## src/rtl/i2a_pkg.sv

```systemverilog
// Shared types, constants and helpers for the integer-to-ASCII radix converter.
// No dependencies; imported by i2a_ctrl, i2a_dp and integer_to_ascii_radix_unit.
package i2a_pkg;

    // Fixed field widths of the two channels and of one stored digit
    localparam int NUMBER_W = 32;
    localparam int BASE_W   = 5;
    localparam int PAD_W    = 6;
    localparam int CHAR_W   = 7;
    localparam int DIGIT_W  = 4;

    // Defaults for the top-level parameters
    localparam int DEF_MAX_DIGITS = 32;
    localparam int DEF_VALUE_BITS = 32;

    // Quotient bits resolved per cycle by the divide unit
    localparam int STEP_BITS = 8;

    // ASCII codes and radix limits
    localparam logic [CHAR_W-1:0] CHAR_MINUS   = 7'h2D;
    localparam logic [CHAR_W-1:0] CHAR_ZERO    = 7'h30;
    localparam logic [CHAR_W-1:0] CHAR_A       = 7'h61;
    localparam logic [BASE_W-1:0] DECIMAL_BASE = 5'd10;
    localparam logic [BASE_W-1:0] RADIX_MIN    = 5'd2;
    localparam logic [BASE_W-1:0] RADIX_MAX    = 5'd16;

    // Output character source
    typedef logic [1:0] out_sel_t;
    localparam out_sel_t OSEL_SIGN  = 2'd0;
    localparam out_sel_t OSEL_FILL  = 2'd1;
    localparam out_sel_t OSEL_DIGIT = 2'd2;

    // Controller to datapath
    typedef struct packed {
        logic     load;
        logic     div_step;
        logic     emit_start;
        logic     out_load;
        out_sel_t out_sel;
    } i2a_cmd_t;

    // Datapath to controller
    typedef struct packed {
        logic conv_last;
        logic sign_first;
        logic fill_none;
        logic k_one;
        logic out_free;
    } i2a_stat_t;

    function automatic logic [CHAR_W-1:0] ascii_of(input logic [DIGIT_W-1:0] d);
        logic [CHAR_W-1:0] d_ext;
        d_ext = CHAR_W'(d);
        if (d < 4'd10) begin
            return CHAR_ZERO + d_ext;
        end
        return CHAR_A + d_ext - 7'd10;
    endfunction

endpackage

```

## src/rtl/i2a_ctrl.sv

```systemverilog
// Sequencer for the radix converter: divide passes, then sign, fill and digits.
// Depends on i2a_pkg; drives i2a_dp through i2a_cmd_t.
module i2a_ctrl (
    input  logic                aclk,
    input  logic                aresetn,
    input  logic                s_valid,
    output logic                s_ready,
    input  i2a_pkg::i2a_stat_t  stat,
    output i2a_pkg::i2a_cmd_t   cmd
);
    import i2a_pkg::*;

    localparam logic [2:0] ST_IDLE    = 3'd0;
    localparam logic [2:0] ST_DIV     = 3'd1;
    localparam logic [2:0] ST_START   = 3'd2;
    localparam logic [2:0] ST_SIGN    = 3'd3;
    localparam logic [2:0] ST_FILL    = 3'd4;
    localparam logic [2:0] ST_DIG_RD  = 3'd5;
    localparam logic [2:0] ST_DIG_PUT = 3'd6;

    logic [2:0] state_reg;
    logic [2:0] state_next;

    assign s_ready = (state_reg == ST_IDLE);

    always_comb begin
        state_next  = state_reg;
        cmd         = '0;
        cmd.out_sel = OSEL_DIGIT;
        unique case (state_reg)
            ST_IDLE: begin
                if (s_valid) begin
                    cmd.load   = 1'b1;
                    state_next = ST_DIV;
                end
            end
            ST_DIV: begin
                cmd.div_step = 1'b1;
                if (stat.conv_last) begin
                    state_next = ST_START;
                end
            end
            ST_START: begin
                cmd.emit_start = 1'b1;
                state_next     = stat.sign_first ? ST_SIGN : ST_FILL;
            end
            ST_SIGN: begin
                cmd.out_sel = OSEL_SIGN;
                if (stat.out_free) begin
                    cmd.out_load = 1'b1;
                    state_next   = ST_FILL;
                end
            end
            ST_FILL: begin
                cmd.out_sel = OSEL_FILL;
                if (stat.fill_none) begin
                    state_next = ST_DIG_RD;
                end else if (stat.out_free) begin
                    cmd.out_load = 1'b1;
                end
            end
            ST_DIG_RD: begin
                // let the store read settle for the current digit index
                state_next = ST_DIG_PUT;
            end
            ST_DIG_PUT: begin
                cmd.out_sel = OSEL_DIGIT;
                if (stat.out_free) begin
                    cmd.out_load = 1'b1;
                    state_next   = stat.k_one ? ST_IDLE : ST_DIG_RD;
                end
            end
            default: begin
                state_next = ST_IDLE;
            end
        endcase
    end

    always_ff @(posedge aclk) begin
        if (!aresetn) begin
            state_reg <= ST_IDLE;
        end else begin
            state_reg <= state_next;
        end
    end

endmodule

```

## src/rtl/i2a_dp.sv

```systemverilog
// Datapath of the radix converter: shared divide unit, digit store, output register.
// Depends on i2a_pkg; commanded by i2a_ctrl.
module i2a_dp #(
    parameter int MAX_DIGITS = i2a_pkg::DEF_MAX_DIGITS,
    parameter int VALUE_BITS = i2a_pkg::DEF_VALUE_BITS
) (
    input  logic                                  aclk,
    input  logic                                  aresetn,
    input  logic signed [i2a_pkg::NUMBER_W-1:0]   s_number,
    input  logic        [i2a_pkg::BASE_W-1:0]     s_base,
    input  logic        [i2a_pkg::PAD_W-1:0]      s_min_digits,
    output logic                                  m_valid,
    input  logic                                  m_ready,
    output logic        [i2a_pkg::CHAR_W-1:0]     m_out_char,
    output logic                                  m_last_char,
    input  i2a_pkg::i2a_cmd_t                     cmd,
    output i2a_pkg::i2a_stat_t                    stat
);
    import i2a_pkg::*;

    localparam int PASSES = (VALUE_BITS + STEP_BITS - 1) / STEP_BITS;
    localparam int DIV_W  = PASSES * STEP_BITS;
    localparam int PASS_W = (PASSES > 1) ? $clog2(PASSES) : 1;
    localparam int CNT_W  = $clog2(MAX_DIGITS + 1);
    localparam int ADDR_W = $clog2(MAX_DIGITS);

    // Digit store, least significant digit at index zero
    logic [DIGIT_W-1:0] digit_mem [MAX_DIGITS];
    logic [DIGIT_W-1:0] rd_data_reg;

    logic [DIV_W-1:0]   div_reg,  div_next;
    logic [DIGIT_W-1:0] rem_reg,  rem_next;
    logic [PASS_W-1:0]  pass_reg, pass_next;
    logic [CNT_W-1:0]   ndig_reg, ndig_next;
    logic [CNT_W-1:0]   pad_reg,  pad_next;
    logic [CNT_W-1:0]   fill_reg, fill_next;
    logic [CNT_W-1:0]   k_reg,    k_next;
    logic [BASE_W-1:0]  radix_reg, radix_next;
    logic [DIGIT_W-1:0] fdig_reg, fdig_next;
    logic               sign_reg, sign_next;
    logic               m_valid_reg, m_valid_next;
    logic [CHAR_W-1:0]  m_char_reg,  m_char_next;
    logic               m_last_reg,  m_last_next;

    // Input decode
    logic [63:0]           num_ext;
    logic [VALUE_BITS-1:0] raw;
    logic                  negative;
    logic                  is_dec;
    logic [BASE_W-1:0]     radix_sat;
    logic [VALUE_BITS-1:0] magnitude;

    // Divide unit
    logic [DIV_W-1:0]   div_c;
    logic [DIGIT_W-1:0] rem_c;
    logic [BASE_W-1:0]  trial;
    logic               qbit;
    logic               pass_last;
    logic [CNT_W-1:0]   k_m1;
    logic               out_free;

    always_comb begin
        num_ext  = {{32{s_number[NUMBER_W-1]}}, s_number};
        raw      = num_ext[VALUE_BITS-1:0];
        negative = raw[VALUE_BITS-1];
        if (s_base < RADIX_MIN) begin
            radix_sat = RADIX_MIN;
        end else if (s_base > RADIX_MAX) begin
            radix_sat = RADIX_MAX;
        end else begin
            radix_sat = s_base;
        end
        is_dec    = (radix_sat == DECIMAL_BASE);
        magnitude = (negative && is_dec) ? (~raw + VALUE_BITS'(1)) : raw;
    end

    // Eight restoring steps on a remainder below sixteen
    always_comb begin
        rem_c = rem_reg;
        div_c = div_reg;
        trial = '0;
        qbit  = 1'b0;
        for (int i = 0; i < STEP_BITS; i++) begin
            trial = {rem_c, div_c[DIV_W-1]};
            if (trial >= radix_reg) begin
                rem_c = DIGIT_W'(trial - radix_reg);
                qbit  = 1'b1;
            end else begin
                rem_c = trial[DIGIT_W-1:0];
                qbit  = 1'b0;
            end
            div_c = {div_c[DIV_W-2:0], qbit};
        end
    end

    assign pass_last = (pass_reg == PASS_W'(PASSES - 1));
    assign k_m1      = k_reg - CNT_W'(1);
    assign out_free  = !m_valid_reg || m_ready;

    always_comb begin
        div_next     = div_reg;
        rem_next     = rem_reg;
        pass_next    = pass_reg;
        ndig_next    = ndig_reg;
        pad_next     = pad_reg;
        fill_next    = fill_reg;
        k_next       = k_reg;
        radix_next   = radix_reg;
        fdig_next    = fdig_reg;
        sign_next    = sign_reg;
        m_valid_next = m_valid_reg && !m_ready;
        m_char_next  = m_char_reg;
        m_last_next  = m_last_reg;

        if (cmd.load) begin
            div_next                   = '0;
            div_next[VALUE_BITS-1:0]   = magnitude;
            rem_next                   = '0;
            pass_next                  = '0;
            ndig_next                  = '0;
            radix_next                 = radix_sat;
            sign_next                  = negative && is_dec;
            fdig_next                  = (negative && !is_dec) ?
                                         DIGIT_W'(radix_sat - 5'd1) : '0;
            if ({1'b0, s_min_digits} > 7'(MAX_DIGITS)) begin
                pad_next = CNT_W'(MAX_DIGITS);
            end else begin
                pad_next = CNT_W'(s_min_digits);
            end
        end

        if (cmd.div_step) begin
            div_next = div_c;
            if (pass_last) begin
                // digit complete: restart the remainder for the next one
                rem_next  = '0;
                pass_next = '0;
                ndig_next = ndig_reg + CNT_W'(1);
            end else begin
                rem_next  = rem_c;
                pass_next = pass_reg + PASS_W'(1);
            end
        end

        if (cmd.emit_start) begin
            fill_next = (pad_reg > ndig_reg) ? (pad_reg - ndig_reg) : '0;
            k_next    = ndig_reg;
        end

        if (cmd.out_load) begin
            m_valid_next = 1'b1;
            m_last_next  = 1'b0;
            unique case (cmd.out_sel)
                OSEL_SIGN: begin
                    m_char_next = CHAR_MINUS;
                end
                OSEL_FILL: begin
                    m_char_next = ascii_of(fdig_reg);
                    fill_next   = fill_reg - CNT_W'(1);
                end
                OSEL_DIGIT: begin
                    m_char_next = ascii_of(rd_data_reg);
                    m_last_next = (k_reg == CNT_W'(1));
                    k_next      = k_m1;
                end
                default: begin
                    m_char_next = CHAR_ZERO;
                end
            endcase
        end
    end

    always_ff @(posedge aclk) begin
        if (cmd.div_step && pass_last) begin
            digit_mem[ndig_reg[ADDR_W-1:0]] <= rem_c;
        end
        rd_data_reg <= digit_mem[k_m1[ADDR_W-1:0]];
    end

    always_ff @(posedge aclk) begin
        if (!aresetn) begin
            m_valid_reg <= 1'b0;
        end else begin
            m_valid_reg <= m_valid_next;
        end
        div_reg    <= div_next;
        rem_reg    <= rem_next;
        pass_reg   <= pass_next;
        ndig_reg   <= ndig_next;
        pad_reg    <= pad_next;
        fill_reg   <= fill_next;
        k_reg      <= k_next;
        radix_reg  <= radix_next;
        fdig_reg   <= fdig_next;
        sign_reg   <= sign_next;
        m_char_reg <= m_char_next;
        m_last_reg <= m_last_next;
    end

    assign m_valid     = m_valid_reg;
    assign m_out_char  = m_char_reg;
    assign m_last_char = m_last_reg;

    assign stat.conv_last  = pass_last &&
                             ((div_c == '0) || (ndig_reg == CNT_W'(MAX_DIGITS - 1)));
    assign stat.sign_first = sign_reg;
    assign stat.fill_none  = (fill_reg == '0);
    assign stat.k_one      = (k_reg == CNT_W'(1));
    assign stat.out_free   = out_free;

endmodule

```

## src/rtl/integer_to_ascii_radix_unit.sv

```systemverilog
// Top level of the integer-to-ASCII radix converter.
// Depends on i2a_pkg, i2a_ctrl and i2a_dp.
//
//  channel | direction | ports                                   | meaning
//  --------+-----------+-----------------------------------------+---------------------------
//  s_      | in        | s_valid s_ready s_number s_base          | one value to convert
//          |           | s_min_digits                            |
//  m_      | out       | m_valid m_ready m_out_char m_last_char   | one ASCII character
//
// Operation: the divide unit resolves 8 quotient bits a cycle, in ceil(VALUE_BITS/8) passes per digit;
//   the sequencer then runs a start step and emits the sign if any, the pad characters and,
//   after a store read for each, the digits, most significant first.
// Reset: aresetn (synchronous, active low) idles the sequencer and empties the output register.
// Stalls: a stalled m_ready holds the sequencer at its output register; the next s_ transfer
//   is taken the cycle after the last digit of an item is loaded there.
module integer_to_ascii_radix_unit #(
    parameter int MAX_DIGITS = i2a_pkg::DEF_MAX_DIGITS,
    parameter int VALUE_BITS = i2a_pkg::DEF_VALUE_BITS
) (
    input  logic                                aclk,
    input  logic                                aresetn,
    input  logic                                s_valid,
    output logic                                s_ready,
    input  logic signed [i2a_pkg::NUMBER_W-1:0] s_number,
    input  logic        [i2a_pkg::BASE_W-1:0]   s_base,
    input  logic        [i2a_pkg::PAD_W-1:0]    s_min_digits,
    output logic                                m_valid,
    input  logic                                m_ready,
    output logic        [i2a_pkg::CHAR_W-1:0]   m_out_char,
    output logic                                m_last_char
);
    import i2a_pkg::*;

    i2a_cmd_t  cmd;
    i2a_stat_t stat;

    // Sequencer: accept, divide passes, then sign, pad and digit characters
    i2a_ctrl u_ctrl (
        .aclk    (aclk),
        .aresetn (aresetn),
        .s_valid (s_valid),
        .s_ready (s_ready),
        .stat    (stat),
        .cmd     (cmd)
    );

    // Divide unit, digit store and output register
    i2a_dp #(
        .MAX_DIGITS (MAX_DIGITS),
        .VALUE_BITS (VALUE_BITS)
    ) u_dp (
        .aclk         (aclk),
        .aresetn      (aresetn),
        .s_number     (s_number),
        .s_base       (s_base),
        .s_min_digits (s_min_digits),
        .m_valid      (m_valid),
        .m_ready      (m_ready),
        .m_out_char   (m_out_char),
        .m_last_char  (m_last_char),
        .cmd          (cmd),
        .stat         (stat)
    );

`ifndef SYNTHESIS
    // after a transfer in, the block is busy converting
    a_busy_after_accept: assert property (@(posedge aclk) disable iff (!aresetn)
        (s_valid && s_ready) |=> !s_ready)
        else $error("input taken again right after a transfer");

    // never overwrite a character that has not been transferred
    a_no_overwrite: assert property (@(posedge aclk) disable iff (!aresetn)
        cmd.out_load |-> (!m_valid || m_ready))
        else $error("output register overwritten while stalled");

    // loading a new item never coincides with a divide step or with emitting a character
    a_load_excl: assert property (@(posedge aclk) disable iff (!aresetn)
        cmd.load |-> !cmd.out_load && !cmd.div_step)
        else $error("load overlaps conversion or emission");
`endif

endmodule
```

## config.mk

```make
export PLATFORM = sky130hd
export DESIGN_NAME = integer_to_ascii_radix_unit
export DESIGN_NICKNAME = d
export VERILOG_FILES = /design/src/rtl/i2a_pkg.sv /design/src/rtl/i2a_ctrl.sv /design/src/rtl/i2a_dp.sv /design/src/rtl/integer_to_ascii_radix_unit.sv
export SDC_FILE = /design/constraint.sdc
export NUM_CORES = 1
export LEC_CHECK = 0
export BUFFER_PORTS_ARGS = -buffer_cell sky130_fd_sc_hd__buf_4
export CAP_MARGIN = 20
export CORE_MARGIN = 2
export CORE_UTILIZATION = 31
export CTS_CLUSTER_SIZE = 8
export DETAILED_ROUTE_END_ITERATION = 8
export HOLD_SLACK_MARGIN = 0.02
export PLACE_DENSITY = 0.57
export SLEW_MARGIN = 30
export SYNTH_ARGS = -nofsm -noshare
export SYNTH_HDL_FRONTEND = slang
export SYNTH_SLANG_ARGS = --single-unit
```

## constraint.sdc

```tcl
create_clock -name aclk -period 10.7 [get_ports aclk]
set_input_delay 1.07 -clock aclk [delete_from_list [all_inputs] [get_ports aclk]]
set_output_delay 1.07 -clock aclk [all_outputs]
set_load 0.01 [all_outputs]
```

# == Word-level counts from Yosys, hierarchy flattened ==
# Memories as Yosys holds them, arrays and structs flattened. A register that Yosys moved wholly into a read port is not among the register bits.
# Cells that the tools add are included.
# classes
bitwise,1
n_div,0
n_lt_le_gt_ge,14
n_addsub,21
eq_ne,17
reduce_logical,16
shifts,0
mul,0
n_mux,66
# op_table
operator,n
two-way mux 32 bit,3
two-way mux 6 bit,10
two-way mux 4 bit,11
>= comparator 5 bit,8
"adder 32 x 1 -> 32 bit, second input constant",1
logical NOT 32 bit,1
NOT 32 bit,1
subtractor 4 bit,8
two-way mux 7 bit,4
two-way mux 1 bit,23
two-way mux 3 bit,7
one-hot mux 3 bit (7 select lines),1
one-hot mux 7 bit (3 select lines),1
"adder 6 x 4 -> 7 bit, first input constant",2
"adder 6 x 5 -> 7 bit, first input constant",2
"subtractor 7 x 4 -> 7 bit, second input constant",2
"subtractor 6 x 1 -> 6 bit, second input constant",2
two-way mux 5 bit,2
"== test 3 bit, second input constant",3
one-hot mux 3 bit (3 select lines),1
"< comparator 4 bit, second input constant",2
"adder 6 x 1 -> 6 bit, second input constant",1
"== test 3 x 2 -> 1 bit, second input constant",2
"== test 6 x 1 -> 1 bit, second input constant",1
23 further kinds,36
# totals
memories,1
ram_bits,128
output_inout_bits,10
regBits,84
wordCells,150
romBits,0
latchBits,0
input_bits,47
# mem_list
name,depth,width,read_ports,rd_ports_with_merged_regs,wr,line,text
u_dp.digit_mem,32,4,1,1,1,i2a_dp.sv:28,logic [DIGIT_W-1:0] digit_mem [MAX_DIGITS];

# == Depth between registers and ports, before layout ==
# Gate-level depths: netlist of run 1.
# logic_depth
depth_word,21
depth_mapped,51
depth_no_buf,51

# == By module ==
# From an unflattened synthesis of run 1, not the netlist that was laid out.
# hier_totals
cells_unflattened,975
hier_area_um2,11725.0
# modules_own_cells
mod,area_per_inst_um2,instances,cells_per_inst,seq_area_each_um2
i2a_dp,11452.2,1,934,6165.9
i2a_ctrl,272.8,1,41,60.1

# == Worst setup path after synthesis of run 1 ==
# OpenSTA, ideal clock, no wires.
# synth_timing
path_kind,reg-to-reg
startpoint,register u_dp.radix_reg[1]
endpoint,memory u_dp.digit_mem[0][3] (data pin)
setup_time_ns,0.385
n_path_buf,1
setup_slack_ns,-0.368
synth_period_minus_slack_ns,11.068
required_ns,10.315
arrival_time_ns,10.683
stages_incl_launch_ff,45
cell_sequence,edfxtp_1 -> inv_1 -> ha_1 -> nand2_1 -> o21ai_0 -> a31oi_1 -> mux2_2 -> ha_1 -> a21oi_1 -> o21ai_0 -> a31oi_2 -> mux2_2 -> inv_1 -> ha_1 -> nand2_1 -> o21ai_0 -> a31o_2 -> mux2_2 -> [9 not listed] -> o21ai_1 -> mux2_2 -> ha_1 -> a21o_1 -> a31o_2 -> mux2_2 -> inv_1 -> ha_1 -> a21o_1 -> a21oi_1 -> o21ai_1 -> o21ai_0 -> inv_1 -> ha_1 -> o211ai_1 -> o21ai_0 -> clkbuf_1 -> mux2i_1
# synth_via
elab_chain_cells,16
word_cells_on_any_way,24
cone_classes,8 x add/sub; 8 x order compare; 8 x mux
# synth_lines
element,line,text
from (decl),i2a_dp.sv:38,"logic [BASE_W-1:0] radix_reg, radix_next;"
from (signal assigned),i2a_dp.sv:193,radix_reg <= radix_next;
subtractor 4 bit or >= comparator 5 bit (tied branches),"i2a_dp.sv:86, i2a_dp.sv:85",
two-way mux 4 bit,i2a_dp.sv:85,if (trial >= radix_reg) begin
subtractor 4 bit or >= comparator 5 bit (tied branches),"i2a_dp.sv:86, i2a_dp.sv:85",
two-way mux 4 bit,i2a_dp.sv:85,
subtractor 4 bit or >= comparator 5 bit (tied branches),"i2a_dp.sv:86, i2a_dp.sv:85",
two-way mux 4 bit,i2a_dp.sv:85,
>= comparator 5 bit or subtractor 4 bit (tied branches),"i2a_dp.sv:85, i2a_dp.sv:86",
two-way mux 4 bit,i2a_dp.sv:85,
subtractor 4 bit or >= comparator 5 bit (tied branches),"i2a_dp.sv:86, i2a_dp.sv:85",
two-way mux 4 bit,i2a_dp.sv:85,
subtractor 4 bit or >= comparator 5 bit (tied branches),"i2a_dp.sv:86, i2a_dp.sv:85",
two-way mux 4 bit,i2a_dp.sv:85,
>= comparator 5 bit or subtractor 4 bit (tied branches),"i2a_dp.sv:85, i2a_dp.sv:86",
two-way mux 4 bit,i2a_dp.sv:85,
subtractor 4 bit or >= comparator 5 bit (tied branches),"i2a_dp.sv:86, i2a_dp.sv:85",
two-way mux 4 bit (*),i2a_dp.sv:85,
named net u_dp.rem_c[3],i2a_dp.sv:55,logic [DIGIT_W-1:0] rem_c;
to (decl),i2a_dp.sv:28,
# The timed path passes the listed nets; every way through them passes the cells marked *.

# == Worst setup path in the final report of run 1 ==
# layout_timing
startpoint,register u_dp.rem_reg[1]
endpoint,register u_ctrl.state_reg[0]
# layout_via
elab_chain_cells,21
word_cells_on_any_way,35
cone_classes,7 x add/sub; 8 x order compare; 1 x eq/ne; 15 x mux; 4 x reduce/logical
# layout_lines
element,line,text
from (decl),i2a_dp.sv:32,"logic [DIGIT_W-1:0] rem_reg, rem_next;"
from (signal assigned),i2a_dp.sv:187,rem_reg <= rem_next;
subtractor 4 bit or >= comparator 5 bit (tied branches),"i2a_dp.sv:86, i2a_dp.sv:85",
two-way mux 4 bit,i2a_dp.sv:85,
subtractor 4 bit or >= comparator 5 bit (tied branches),"i2a_dp.sv:86, i2a_dp.sv:85",
two-way mux 4 bit,i2a_dp.sv:85,
>= comparator 5 bit or subtractor 4 bit (tied branches),"i2a_dp.sv:85, i2a_dp.sv:86",
two-way mux 4 bit,i2a_dp.sv:85,
subtractor 4 bit or >= comparator 5 bit (tied branches),"i2a_dp.sv:86, i2a_dp.sv:85",
two-way mux 4 bit,i2a_dp.sv:85,
[5 not listed],--,
two-way mux 4 bit,i2a_dp.sv:85,
>= comparator 5 bit,i2a_dp.sv:85,
two-way mux 1 bit,i2a_dp.sv:85,
logical NOT 32 bit (*),i2a_dp.sv:205,((div_c == '0) || (ndig_reg == CNT_W'(MAX_DIGITS - 1)));
logical OR 1 bit (*),i2a_dp.sv:205,
logical AND 1 bit (*),i2a_dp.sv:204,assign stat.conv_last = pass_last &&
inequality test 2 bit (no source line) (*),--,
AND reduction 5 bit (no source line) (*),--,
to (signal assigned),i2a_ctrl.sv:83,state_reg <= state_next;
to (decl),i2a_ctrl.sv:21,logic [2:0] state_reg;
# Mark *: on every way between the ends. The rest lies on a longest branch, timed or not.
# A chain may end at the register's enable or synchronous reset.

==> results of run 1 <==
## what timing repair did
action,in CTS,in global routing
endpoints found under the setup margin,128,135
resized for setup,2,18
pin swaps,0,6
buffers inserted,0,4
hold buffers,0,0
## routing by layer
layer  global-route usage (%)  share of wire (%)  vias to the layer above  wire (um)
met5                        0                  0                        -          0
met4                     4.12                2.4                        0        634
met3                     1.76                4.2                       49       1110
met2                     23.0                 48                      164      12500
met1                     17.8                 46                     3710      12100
li1                         -                  -                     3702          -
## how the worst max path moves through the flow
stage	startpoint	cells past startpoint	slack (ns)	to
floorplan	u_dp.radix_reg[1]$_DFFE_PP_	44	-0.37	u_dp.digit_mem[0][3]$_DFFE_PP_
global placement	u_dp.rem_reg[1]$_SDFFCE_PP0P_	48	0.18	u_ctrl.state_reg[0]$_SDFFE_PN0P_
detailed placement	u_dp.rem_reg[1]$_SDFFCE_PP0P_	47	-0.11	u_ctrl.state_reg[0]$_SDFFE_PN0P_
CTS	u_dp.rem_reg[1]$_SDFFCE_PP0P_	45	0.12	u_ctrl.state_reg[0]$_SDFFE_PN0P_
global route	u_dp.rem_reg[1]$_SDFFCE_PP0P_	46	-0.11	u_ctrl.state_reg[0]$_SDFFE_PN0P_
finish	u_dp.rem_reg[1]$_SDFFCE_PP0P_	45	0.49	u_ctrl.state_reg[0]$_SDFFE_PN0P_
## logic make-up (layout without fill, tap and decap cells)
logic type	after synthesis	after routing	share of synthesized area (%)
AO/OA/AOI/OAI	190	190	9.85
multiplexers	68	68	10.4
buffers and inverters	89	196	2.94
adder cells (fa/ha/maj)	69	69	8.02
other	1	1	0.0323
flip-flops	216	216	53.7
AND/OR/NAND/NOR	261	261	10.9
XOR/XNOR	56	56	4.23
## synth_stat cells, types with 3 or more instances
cell      count  share of area (%)
o31ai_1       7               0.45
o221ai_1      3               0.23
ha_1         60                6.5
nor2b_1      15               0.81
nand4_1       4               0.22
a22o_1        3               0.23
a211oi_1      4               0.26
nor4_1        7               0.38
nor2_1       86                2.8
o211ai_1      3               0.19
or3_1         4               0.22
xor2_1       23                1.7
a31oi_1      12               0.65
o21ai_1       3               0.13
o21ai_0      65                2.8
mux2i_1       9               0.78
buf_2         6               0.26
nor3_1       16               0.69
a21o_1       19                1.2
and3_1        4               0.22
nand2_1      81                2.6
a21oi_1      55                2.4
mux2_2       19                1.8
nand3_1      15               0.65
a22oi_1       3               0.19
inv_1        60                1.9
xnor2_1      33                2.5
nand2b_1      8               0.43
mux4_2       40                7.8
dfxtp_1      26                4.5
fa_1          9                1.6
clkbuf_1     22               0.71
edfxtp_1    190                 49
## per-stage QoR
stage / TNS [ns] / instance area, um2 / hold WS (ns) / std cells / worst slack, ns
global route: -7.63 / 13700 / 0.483 / 1525 / -0.113
CTS: 0 / 13600 / 0.471 / 1521 / 0.115
floorplan: -31.62 / 11600 / 0.429 / 950 / -0.368
finish: 0 / 13700 / 0.468 / 1525 / 0.488
global placement: 0 / 12700 / 0.452 / 1464 / 0.178
detailed placement: -0.506 / 12700 / 0.463 / 1464 / -0.114
## layout make-up
| class | count | area, um2 | area share [%] |
|---|---|---|---|
| tap | 468 | 586 | 4.27 |
| timing repair buffer | 79 | 593 | 4.33 |
| clock buffer | 55 | 887 | 6.47 |
| sequential | 216 | 6230 | 45.4 |
| multi-input combinational | 645 | 5140 | 37.5 |
| inverter | 60 | 225 | 1.64 |
| clock inverter | 2 | 50.0 | 0.365 |
==> metrics, run 1 <==
syn nets=between 1k and 1.5k; DRT Wirelength=26300 um; Post-synth top flop=edfxtp_1; Area growth, synth to finish=18.2%; Num CTS Buffers=31; post-synth cell types=59; global-route wire length before repair=~41000 um; worst r2r src=u_dp.rem_reg[1]$_SDFFCE_PP0P_; Initial DRC Count=544; # H-tree levels=1; Netlist Area Pre-Place=between 0.01 and 0.015 mm2; Max Clock Freq=97.9 MHz; critical path arrival=10.66 ns; Worst Path Max Fanout=7; Setup-failing EPs final=0; share of cells above drive strength 1=19.9%; Port Buffers=56; Mapped Cells=between 900 and 1k; Syn. warnings=0; crit end category=flip-flop; status=completed; total core area=approximately 0.037 mm2; Crit Path Class=flip-flop to flip-flop; ANT cells=0; final clock skew=0.0229 ns; delay-heaviest family, CP=compound AO/OA/AOI/OAI gates; Period minus WS final=10.21 ns; pin count of the biggest net entering global routing=42; clock buffer depth=3; clock transition at the registers of the reported paths=approximately 0.050 ns; critical path launch point type=flip-flop; Worst-Skew Late Latency=about 0.56 ns; Seq/Total Area, Yosys=53.7%; routability cong.=0.847; CTS Root Cell=clkbuf_16; hpwl dp=around 19000 um; clk sinks=216; Async S/R FF share, synth=0%; WP data required=between 10 and 15 ns; DIE AREA=between 0.03 and 0.04 mm2; Mean Syn Cell Area=12.2 um2; commonest non-fill, non-tap cells in the layout=190 x edfxtp_1, 86 x nor2_1, 80 x nand2_1; io pins=57; most common cell after layout, fill and taps aside=edfxtp_1; Tightest Pin Transition=0.906 ns; chip height=around 200 um; RSZ-0062 raised after global routing=yes; Pre-antenna DRT Iters=5; row count=70; Hold Crit Class=flip-flop to flip-flop; GRT Residual Overflow=0; Min-Delay Startpoint=u_dp.k_reg[5]$_DFF_P_; EDFF count, synth=between 150 and 200; Antenna Nets Post-Route=0; post-layout util=between 30% and 40%; Critical Path Slowest Stage Cell=or4_1; detailed-route via count=between 7k and 8k; max FFs per register=128; Chip Width=approximately 200 um; TritonCTS clock tree=built; antenna violations before repair=0; Critical Path Most Common Cell=ha_1; Slew Viols, Final=0; post-DR vias/cell=5.00; CP peak stage delay=between 0.5 and 0.6 ns; routed len/inst=roughly 17 um; Hold Path Depth=1; critical path buffer and inverter count=3; Hold EP=u_dp.k_reg[5]$_DFF_P_; final period utilization=a little over nine tenths; reg-to-reg endpoint=u_ctrl.state_reg[0]$_SDFFE_PN0P_; DRC Markers=0; Final Hold Viols=0; worst r2r path cells=45; r2r setup slk=~0.5 ns; flops & latches, synth=between 200 and 250; fill cell count=about 3.5k; GRT Total Usage=13.5%; Max-Cap Viols=0; Initial Util=approximately a third; Layout Nets=roughly 1.1k; Slew Limit Headroom=approximately 40%; number of global-route vias before repair=around 7.7k
Power of run 1 is left out: the tool's default activity adds up to more than one toggle a clock period on the data nets, which glitch-free logic cannot reach.
==> inputs of run 2 (changes only) <==
--- a/config.mk
+++ b/config.mk
@@ -8,11 +8,11 @@
 export BUFFER_PORTS_ARGS = -buffer_cell sky130_fd_sc_hd__buf_4
 export CAP_MARGIN = 20
 export CORE_MARGIN = 2
-export CORE_UTILIZATION = 31
+export CORE_UTILIZATION = 50
 export CTS_CLUSTER_SIZE = 8
 export DETAILED_ROUTE_END_ITERATION = 8
 export HOLD_SLACK_MARGIN = 0.02
-export PLACE_DENSITY = 0.57
+export PLACE_DENSITY = 0.79
 export SLEW_MARGIN = 30
 export SYNTH_ARGS = -nofsm -noshare
 export SYNTH_HDL_FRONTEND = slang
==> run 2 against run 1 <==
- count of clock-buffer cells in the layout is 14 lower
- first-iteration DRC count is 14% lower
- worst hold slack hardly changed
- critical endpoint unchanged
- fmax is 0.61% higher
- via count is 3.6% higher
- die area is 37% lower
- global-route usage is 8.2 points higher
- flip-flop and latch count stayed put
==> metrics, run 2 (synthesis gave the netlist of run 1 again) <==
status=completed; Critical Path Slowest Stage Cell=or4_1; final period utilization=94.9% (-0.58 points); Hold EP=u_dp.k_reg[5]$_DFF_P_; reg-to-reg endpoint=u_ctrl.state_reg[0]$_SDFFE_PN0P_; critical path buffer and inverter count=6 (+3); chip height=156 um (-21%); Period minus WS final=10.15 ns (-0.0616 ns); Critical Path Most Common Cell=ha_1; Tightest Pin Transition=0.984 ns (+0.0782 ns); Max Clock Freq=98.5 MHz (+0.61%); clock transition at the registers of the reported paths=0.05 ns (about the same); DIE AREA=0.0244 mm2 (-37%); global-route wire length before repair=41300 um (-0.42%); Chip Width=156 um (-21%); most common cell after layout, fill and taps aside=edfxtp_1; Port Buffers=56 (unchanged); Hold Path Depth=1 (unchanged); Initial DRC Count=470 (-14%); Pre-antenna DRT Iters=5 (unchanged); commonest non-fill, non-tap cells in the layout=190 x edfxtp_1, 85 x nor2_1, 80 x nand2_1; GRT Residual Overflow=0 (unchanged); Crit Path Class=flip-flop to flip-flop; delay-heaviest family, CP=compound AO/OA/AOI/OAI gates; design area=0.0134 mm2 (-2.0%); row count=55 (-21%); pin count of the biggest net entering global routing=42 (unchanged); CP peak stage delay=0.54 ns (-0.02 ns); total core area=0.0227 mm2 (-38%); post-DR vias/cell=5.93 (+19%); hpwl dp=17400 um (-7.0%); hold_ws=0.468 ns (-0.0000430 ns); # H-tree levels=1 (unchanged); Slew Viols, Final=0 (unchanged); worst r2r src=u_dp.radix_reg[2]$_DFFE_PP_; critical path launch point type=flip-flop; ANT cells=0 (unchanged); DRT Wirelength=26000 um (-1.3%); Final Worst Setup Slack=0.550 ns (+0.0616 ns); Hold Crit Class=flip-flop to flip-flop; clock buffer depth=3 (unchanged); post-layout util=59.2% (+22 points); critical path arrival=10.59 ns (-0.07 ns); Setup-failing EPs final=0 (unchanged); Min-Delay Startpoint=u_dp.k_reg[5]$_DFF_P_; max FFs per register=128 (unchanged); number of global-route vias before repair=7945 (+2.6%); final clock skew=0.0294 ns (+0.00652 ns); Layout Nets=1152 (+0.26%); Worst-Skew Late Latency=0.56 ns (about the same); Worst Path Max Fanout=7 (unchanged); Final Hold Viols=0 (unchanged); Area growth, synth to finish=15.8%; routed len/inst=19.5 um (+13%); antenna violations before repair=1 (+1); routability cong.=0.855 (+0.86%); Num CTS Buffers=31 (unchanged); DRC Markers=0 (unchanged); WP data required=11.14 ns (about the same); Initial Util=51.1% (+19 points); CTS Root Cell=clkbuf_16; r2r setup slk=0.55 ns (+0.06 ns); worst slack, placed=-0.220 ns (-0.106 ns); fill cell count=1721 (-51%); worst r2r path cells=44 (-2.2%); crit end category=flip-flop; clk sinks=216 (unchanged); Max-Cap Viols=0 (unchanged); placed inst area=0.0124 mm2 (-1.8%); TritonCTS clock tree=built; Slew Limit Headroom=33.9% (-5.3 points); share of cells above drive strength 1=20.3% (+0.48 points); GRT Total Usage=21.7% (+8.2 points); io pins=57 (unchanged); detailed-route via count=7903 (+3.6%); Antenna Nets Post-Route=0 (unchanged)
-- run 2: cell types whose count changed in the layout (fill, tap and decap cells not counted), moves of 2 or more --
cell	previous run	this run
mux2i_2	6	4
clkinv_2	0	2
ha_4	0	2
buf_6	0	3
mux2i_1	3	5
clkbuf_1	23	10
-- run 2: how the worst max path moves through the flow --
stage | from | end | cells after the start
6_report | u_dp.radix_reg[2]$_DFFE_PP_ | u_ctrl.state_reg[0]$_SDFFE_PN0P_ | 44
5_1_grt | u_dp.radix_reg[0]$_DFFE_PP_ | u_ctrl.state_reg[1]$_SDFFE_PN0P_ | 41
4_1_cts | u_dp.rem_reg[1]$_SDFFCE_PP0P_ | u_ctrl.state_reg[0]$_SDFFE_PN0P_ | 44
3_5_place_dp | u_dp.rem_reg[1]$_SDFFCE_PP0P_ | u_ctrl.state_reg[0]$_SDFFE_PN0P_ | 46
3_3_place_gp | u_dp.rem_reg[1]$_SDFFCE_PP0P_ | u_ctrl.state_reg[0]$_SDFFE_PN0P_ | 45
2_1_floorplan | u_dp.radix_reg[1]$_DFFE_PP_ | u_dp.digit_mem[0][3]$_DFFE_PP_ | 44
-- run 2: final cells by class --
type / instances / area (um2) / area share [%]
tap: 285 / 357 / 2.65
timing repair buffer: 82 / 627 / 4.66
clock buffer: 41 / 813 / 6.05
multi-input combinational: 645 / 5160 / 38.4
sequential: 216 / 6230 / 46.3
clock inverter: 3 / 30.0 / 0.223
inverter: 60 / 225 / 1.68
-- run 2: worst register-to-register path, delay by kind of cell, from the launching register on --
kind	cells	cell delay [ns]
compound gates	20	3.67
fa+ha+maj	8	2.36
mux	7	2.22
simple gates	3	0.73
buf+inv	6	0.69
flops	1	0.36
-- run 2: through the flow --
stage                     setup TNS (ns)  cells
after CTS                              0   1326
after detailed placement           -3.16   1282
final                                  0   1332
after floorplan                   -31.62    950
after global routing             -0.0985   1332
after global placement                 0   1282
-- run 2: repair_timing --
item                                    in CTS  in global routing
buffers inserted                             0                  6
pin swaps                                    0                  5
hold buffers                                 0                  0
cloned                                       0                  0
gates resized for setup                      2                 24
endpoints found under the setup margin     120                134
-- run 2: metal layers --
| metal | vias to the layer above | wire [um] | global-route usage [%] |
|---|---|---|---|
| met2 | 316 | 13000 | 37.8 |
| met4 | 2 | 947 | 8.08 |
| met1 | 3812 | 10600 | 27.4 |
| met3 | 74 | 1460 | 3.21 |
| met5 | - | 13 | 0 |
| li1 | 3699 | - | - |
Power of run 2 is left out for the same reason.
==> inputs of run 3 (changes only) <==
--- a/config.mk
+++ b/config.mk
@@ -7,12 +7,14 @@
 export LEC_CHECK = 0
 export BUFFER_PORTS_ARGS = -buffer_cell sky130_fd_sc_hd__buf_4
 export CAP_MARGIN = 20
+export CELL_PAD_IN_SITES_DETAIL_PLACEMENT = 2
+export CELL_PAD_IN_SITES_GLOBAL_PLACEMENT = 2
 export CORE_MARGIN = 2
-export CORE_UTILIZATION = 50
+export CORE_UTILIZATION = 39
 export CTS_CLUSTER_SIZE = 8
 export DETAILED_ROUTE_END_ITERATION = 8
 export HOLD_SLACK_MARGIN = 0.02
-export PLACE_DENSITY = 0.79
+export PLACE_DENSITY = 0.86
 export SLEW_MARGIN = 30
 export SYNTH_ARGS = -nofsm -noshare
 export SYNTH_HDL_FRONTEND = slang
==> run 3 against run 2 <==
- the flow now finishes with violations (negative setup slack)
- global-route usage is 1.8 points higher
- final area rose by 3.4%
- die area grew 27%
- fmax down 7.1%
- wire length up 54%
- critical path depth rose by 4
- worst hold slack better by 0.034 ns
- register-to-register slack worse by 0.77 ns
- sequential share of layout area down 1.5 points
- highest routed layer is now met4
==> metrics, run 3 (synthesis gave the netlist of run 1 again) <==
Hold Crit Class=flip-flop to flip-flop; DRT Wirelength=40100 um (+54%); Period minus WS final=10.92 ns (+0.773 ns); Min-Delay Startpoint=u_dp.fill_reg[4]$_DFF_P_; Slew Limit Headroom=34.9% (+1.0 points); final clock skew=0.0161 ns (-0.0133 ns); GRT Residual Overflow=0 (unchanged); Num CTS Buffers=31 (unchanged); WP data required=11.17 ns (+0.03 ns); Chip Width=176 um (+13%); critical path arrival=11.40 ns (+0.81 ns); clock buffer depth=3 (unchanged); placed cell count=1387 (+8.2%); worst r2r src=u_dp.radix_reg[2]$_DFFE_PP_; critical path launch point type=flip-flop; CTS Root Cell=clkbuf_16; crit end category=flip-flop; global-route wire length before repair=55700 um (+35%); Pre-antenna DRT Iters=4 (-1); DIE AREA=0.0311 mm2 (+27%); GRT Total Usage=23.5% (+1.8 points); Tightest Pin Transition=0.969 ns (-0.0153 ns); Worst Path Max Fanout=8 (+1); commonest non-fill, non-tap cells in the layout=190 x edfxtp_1, 89 x buf_4, 86 x nor2_1; total core area=0.0295 mm2 (+30%); Slew Viols, Final=0 (unchanged); clock transition at the registers of the reported paths=0.06 ns (about the same); detailed-route via count=8583 (+8.6%); Hold Path Depth=2 (+1); Initial DRC Count=651 (+39%); hold_ws=0.503 ns (+0.0344 ns); Crit. Startpoint=u_dp.radix_reg[2]$_DFFE_PP_; # H-tree levels=1 (unchanged); failing checks=negative setup slack; pin count of the biggest net entering global routing=42 (unchanged); chip height=176 um (+13%); most common cell after layout, fill and taps aside=edfxtp_1; area of the multi-input gates=0.00533 mm2 (+3.3%); worst r2r path cells=48 (+9.1%); share of cells above drive strength 1=22.7% (+2.4 points); clk sinks=216 (unchanged); row count=63 (+15%); routed len/inst=27.4 um (+40%); Critical Path Most Common Cell=ha_1; FF+latch area=0.00623 mm2 (unchanged); routability cong.=0.801 (-6.2%); post-DR vias/cell=5.87 (-1.1%); Worst-Skew Late Latency=0.57 ns (about the same); fill cell count=2951 (+71%); Antenna Nets Post-Route=0 (unchanged); ANT cells=0 (unchanged); final period utilization=102% (+7.2 points); TritonCTS clock tree=built; Max Clock Freq=91.5 MHz (-7.1%); Layout Nets=1165 (+1.1%); CP peak stage delay=0.53 ns (about the same); antenna violations before repair=0 (-1); hpwl dp=24800 um (+42%); Crit Path Class=flip-flop to flip-flop; Final Hold Viols=0 (unchanged); Critical Path Slowest Stage Cell=or4_4; number of global-route vias before repair=9221 (+16%); max FFs per register=128 (unchanged); Area growth, synth to finish=19.8%; Max-Cap Viols=0 (unchanged); status=complete, but fails checks; Initial Util=39.4% (-12 points); Final Worst Setup Slack=-0.223 ns (-0.773 ns); Port Buffers=56 (unchanged); DRC Markers=0 (unchanged); hold_buf cts=0 (unchanged); Setup-failing EPs final=62 (+62); post-route insts no fill=1463 (+9.8%); io pins=57 (unchanged)
==> run 3: cell types whose count changed in the layout (fill, tap and decap cells not counted), sizes merged <==
| cell | before | now |
|---|---|---|
| clkbuf | 41 | 55 |
| buf | 82 | 95 |
| clkinv | 2 | 1 |
==> run 3: area by class of cell <==
type                    instances  share of cell area (%)
clock inverters                 2                   0.207
repair buffers                 95                    5.29
well taps                     390                    3.51
multi-input cells             645                    38.3
clock buffers                  55                    6.23
inverters                      60                    1.62
flip-flops and latches        216                    44.8
==> run 3: final timing paths <==
check	slack, ns	to
worst max-delay path	-0.22	u_ctrl.state_reg[0]$_SDFFE_PN0P_
worst min-delay path	0.50	u_dp.fill_reg[4]$_DFF_P_
worst max register to register	-0.22	u_ctrl.state_reg[0]$_SDFFE_PN0P_
worst min register to register	0.50	u_dp.fill_reg[4]$_DFF_P_
==> run 3: worst max-delay path, delay by kind of cell (launching register included) <==
family                     cells  cell delay, ns
AOI/OAI and AO/OA             22            4.32
adders and majority gates      8            2.54
muxes                          5            1.56
and+or+nand+nor                8            1.31
buffers and inverters          5            0.69
DFF                            1            0.41
==> run 3: metal layers <==
metal,track usage (%),share of wire (%),vias to the layer above
li1,-,-,3730
met1,28.7,39,4391
met2,42.1,51,336
met3,3.53,5.1,126
met4,8.54,4.5,0
met5,0,0,-
==> run 3: repair_timing <==
action | 4_1_cts | 5_1_grt
buffers inserted | 1 | 18
endpoints found under the setup margin | 135 | 135
resized for setup | 14 | 47
pin swaps | 3 | 18
==> run 3: through the flow <==
step / cell area [um2] / worst slack [ns] / utilization (%) / TNS (ns)
2_1_floorplan: 11600 / -0.368 / - / -31.62
3_3_place_gp: 12600 / 0.139 / 42.6 / 0
3_5_place_dp: 12600 / -0.724 / 42.6 / -81.42
4_1_cts: 13500 / 0.0201 / 45.8 / 0
5_1_grt: 13900 / -0.532 / 47.2 / -39.25
6_report: 13900 / -0.223 / 47.2 / -2.20
Power of run 3 is left out for the same reason.
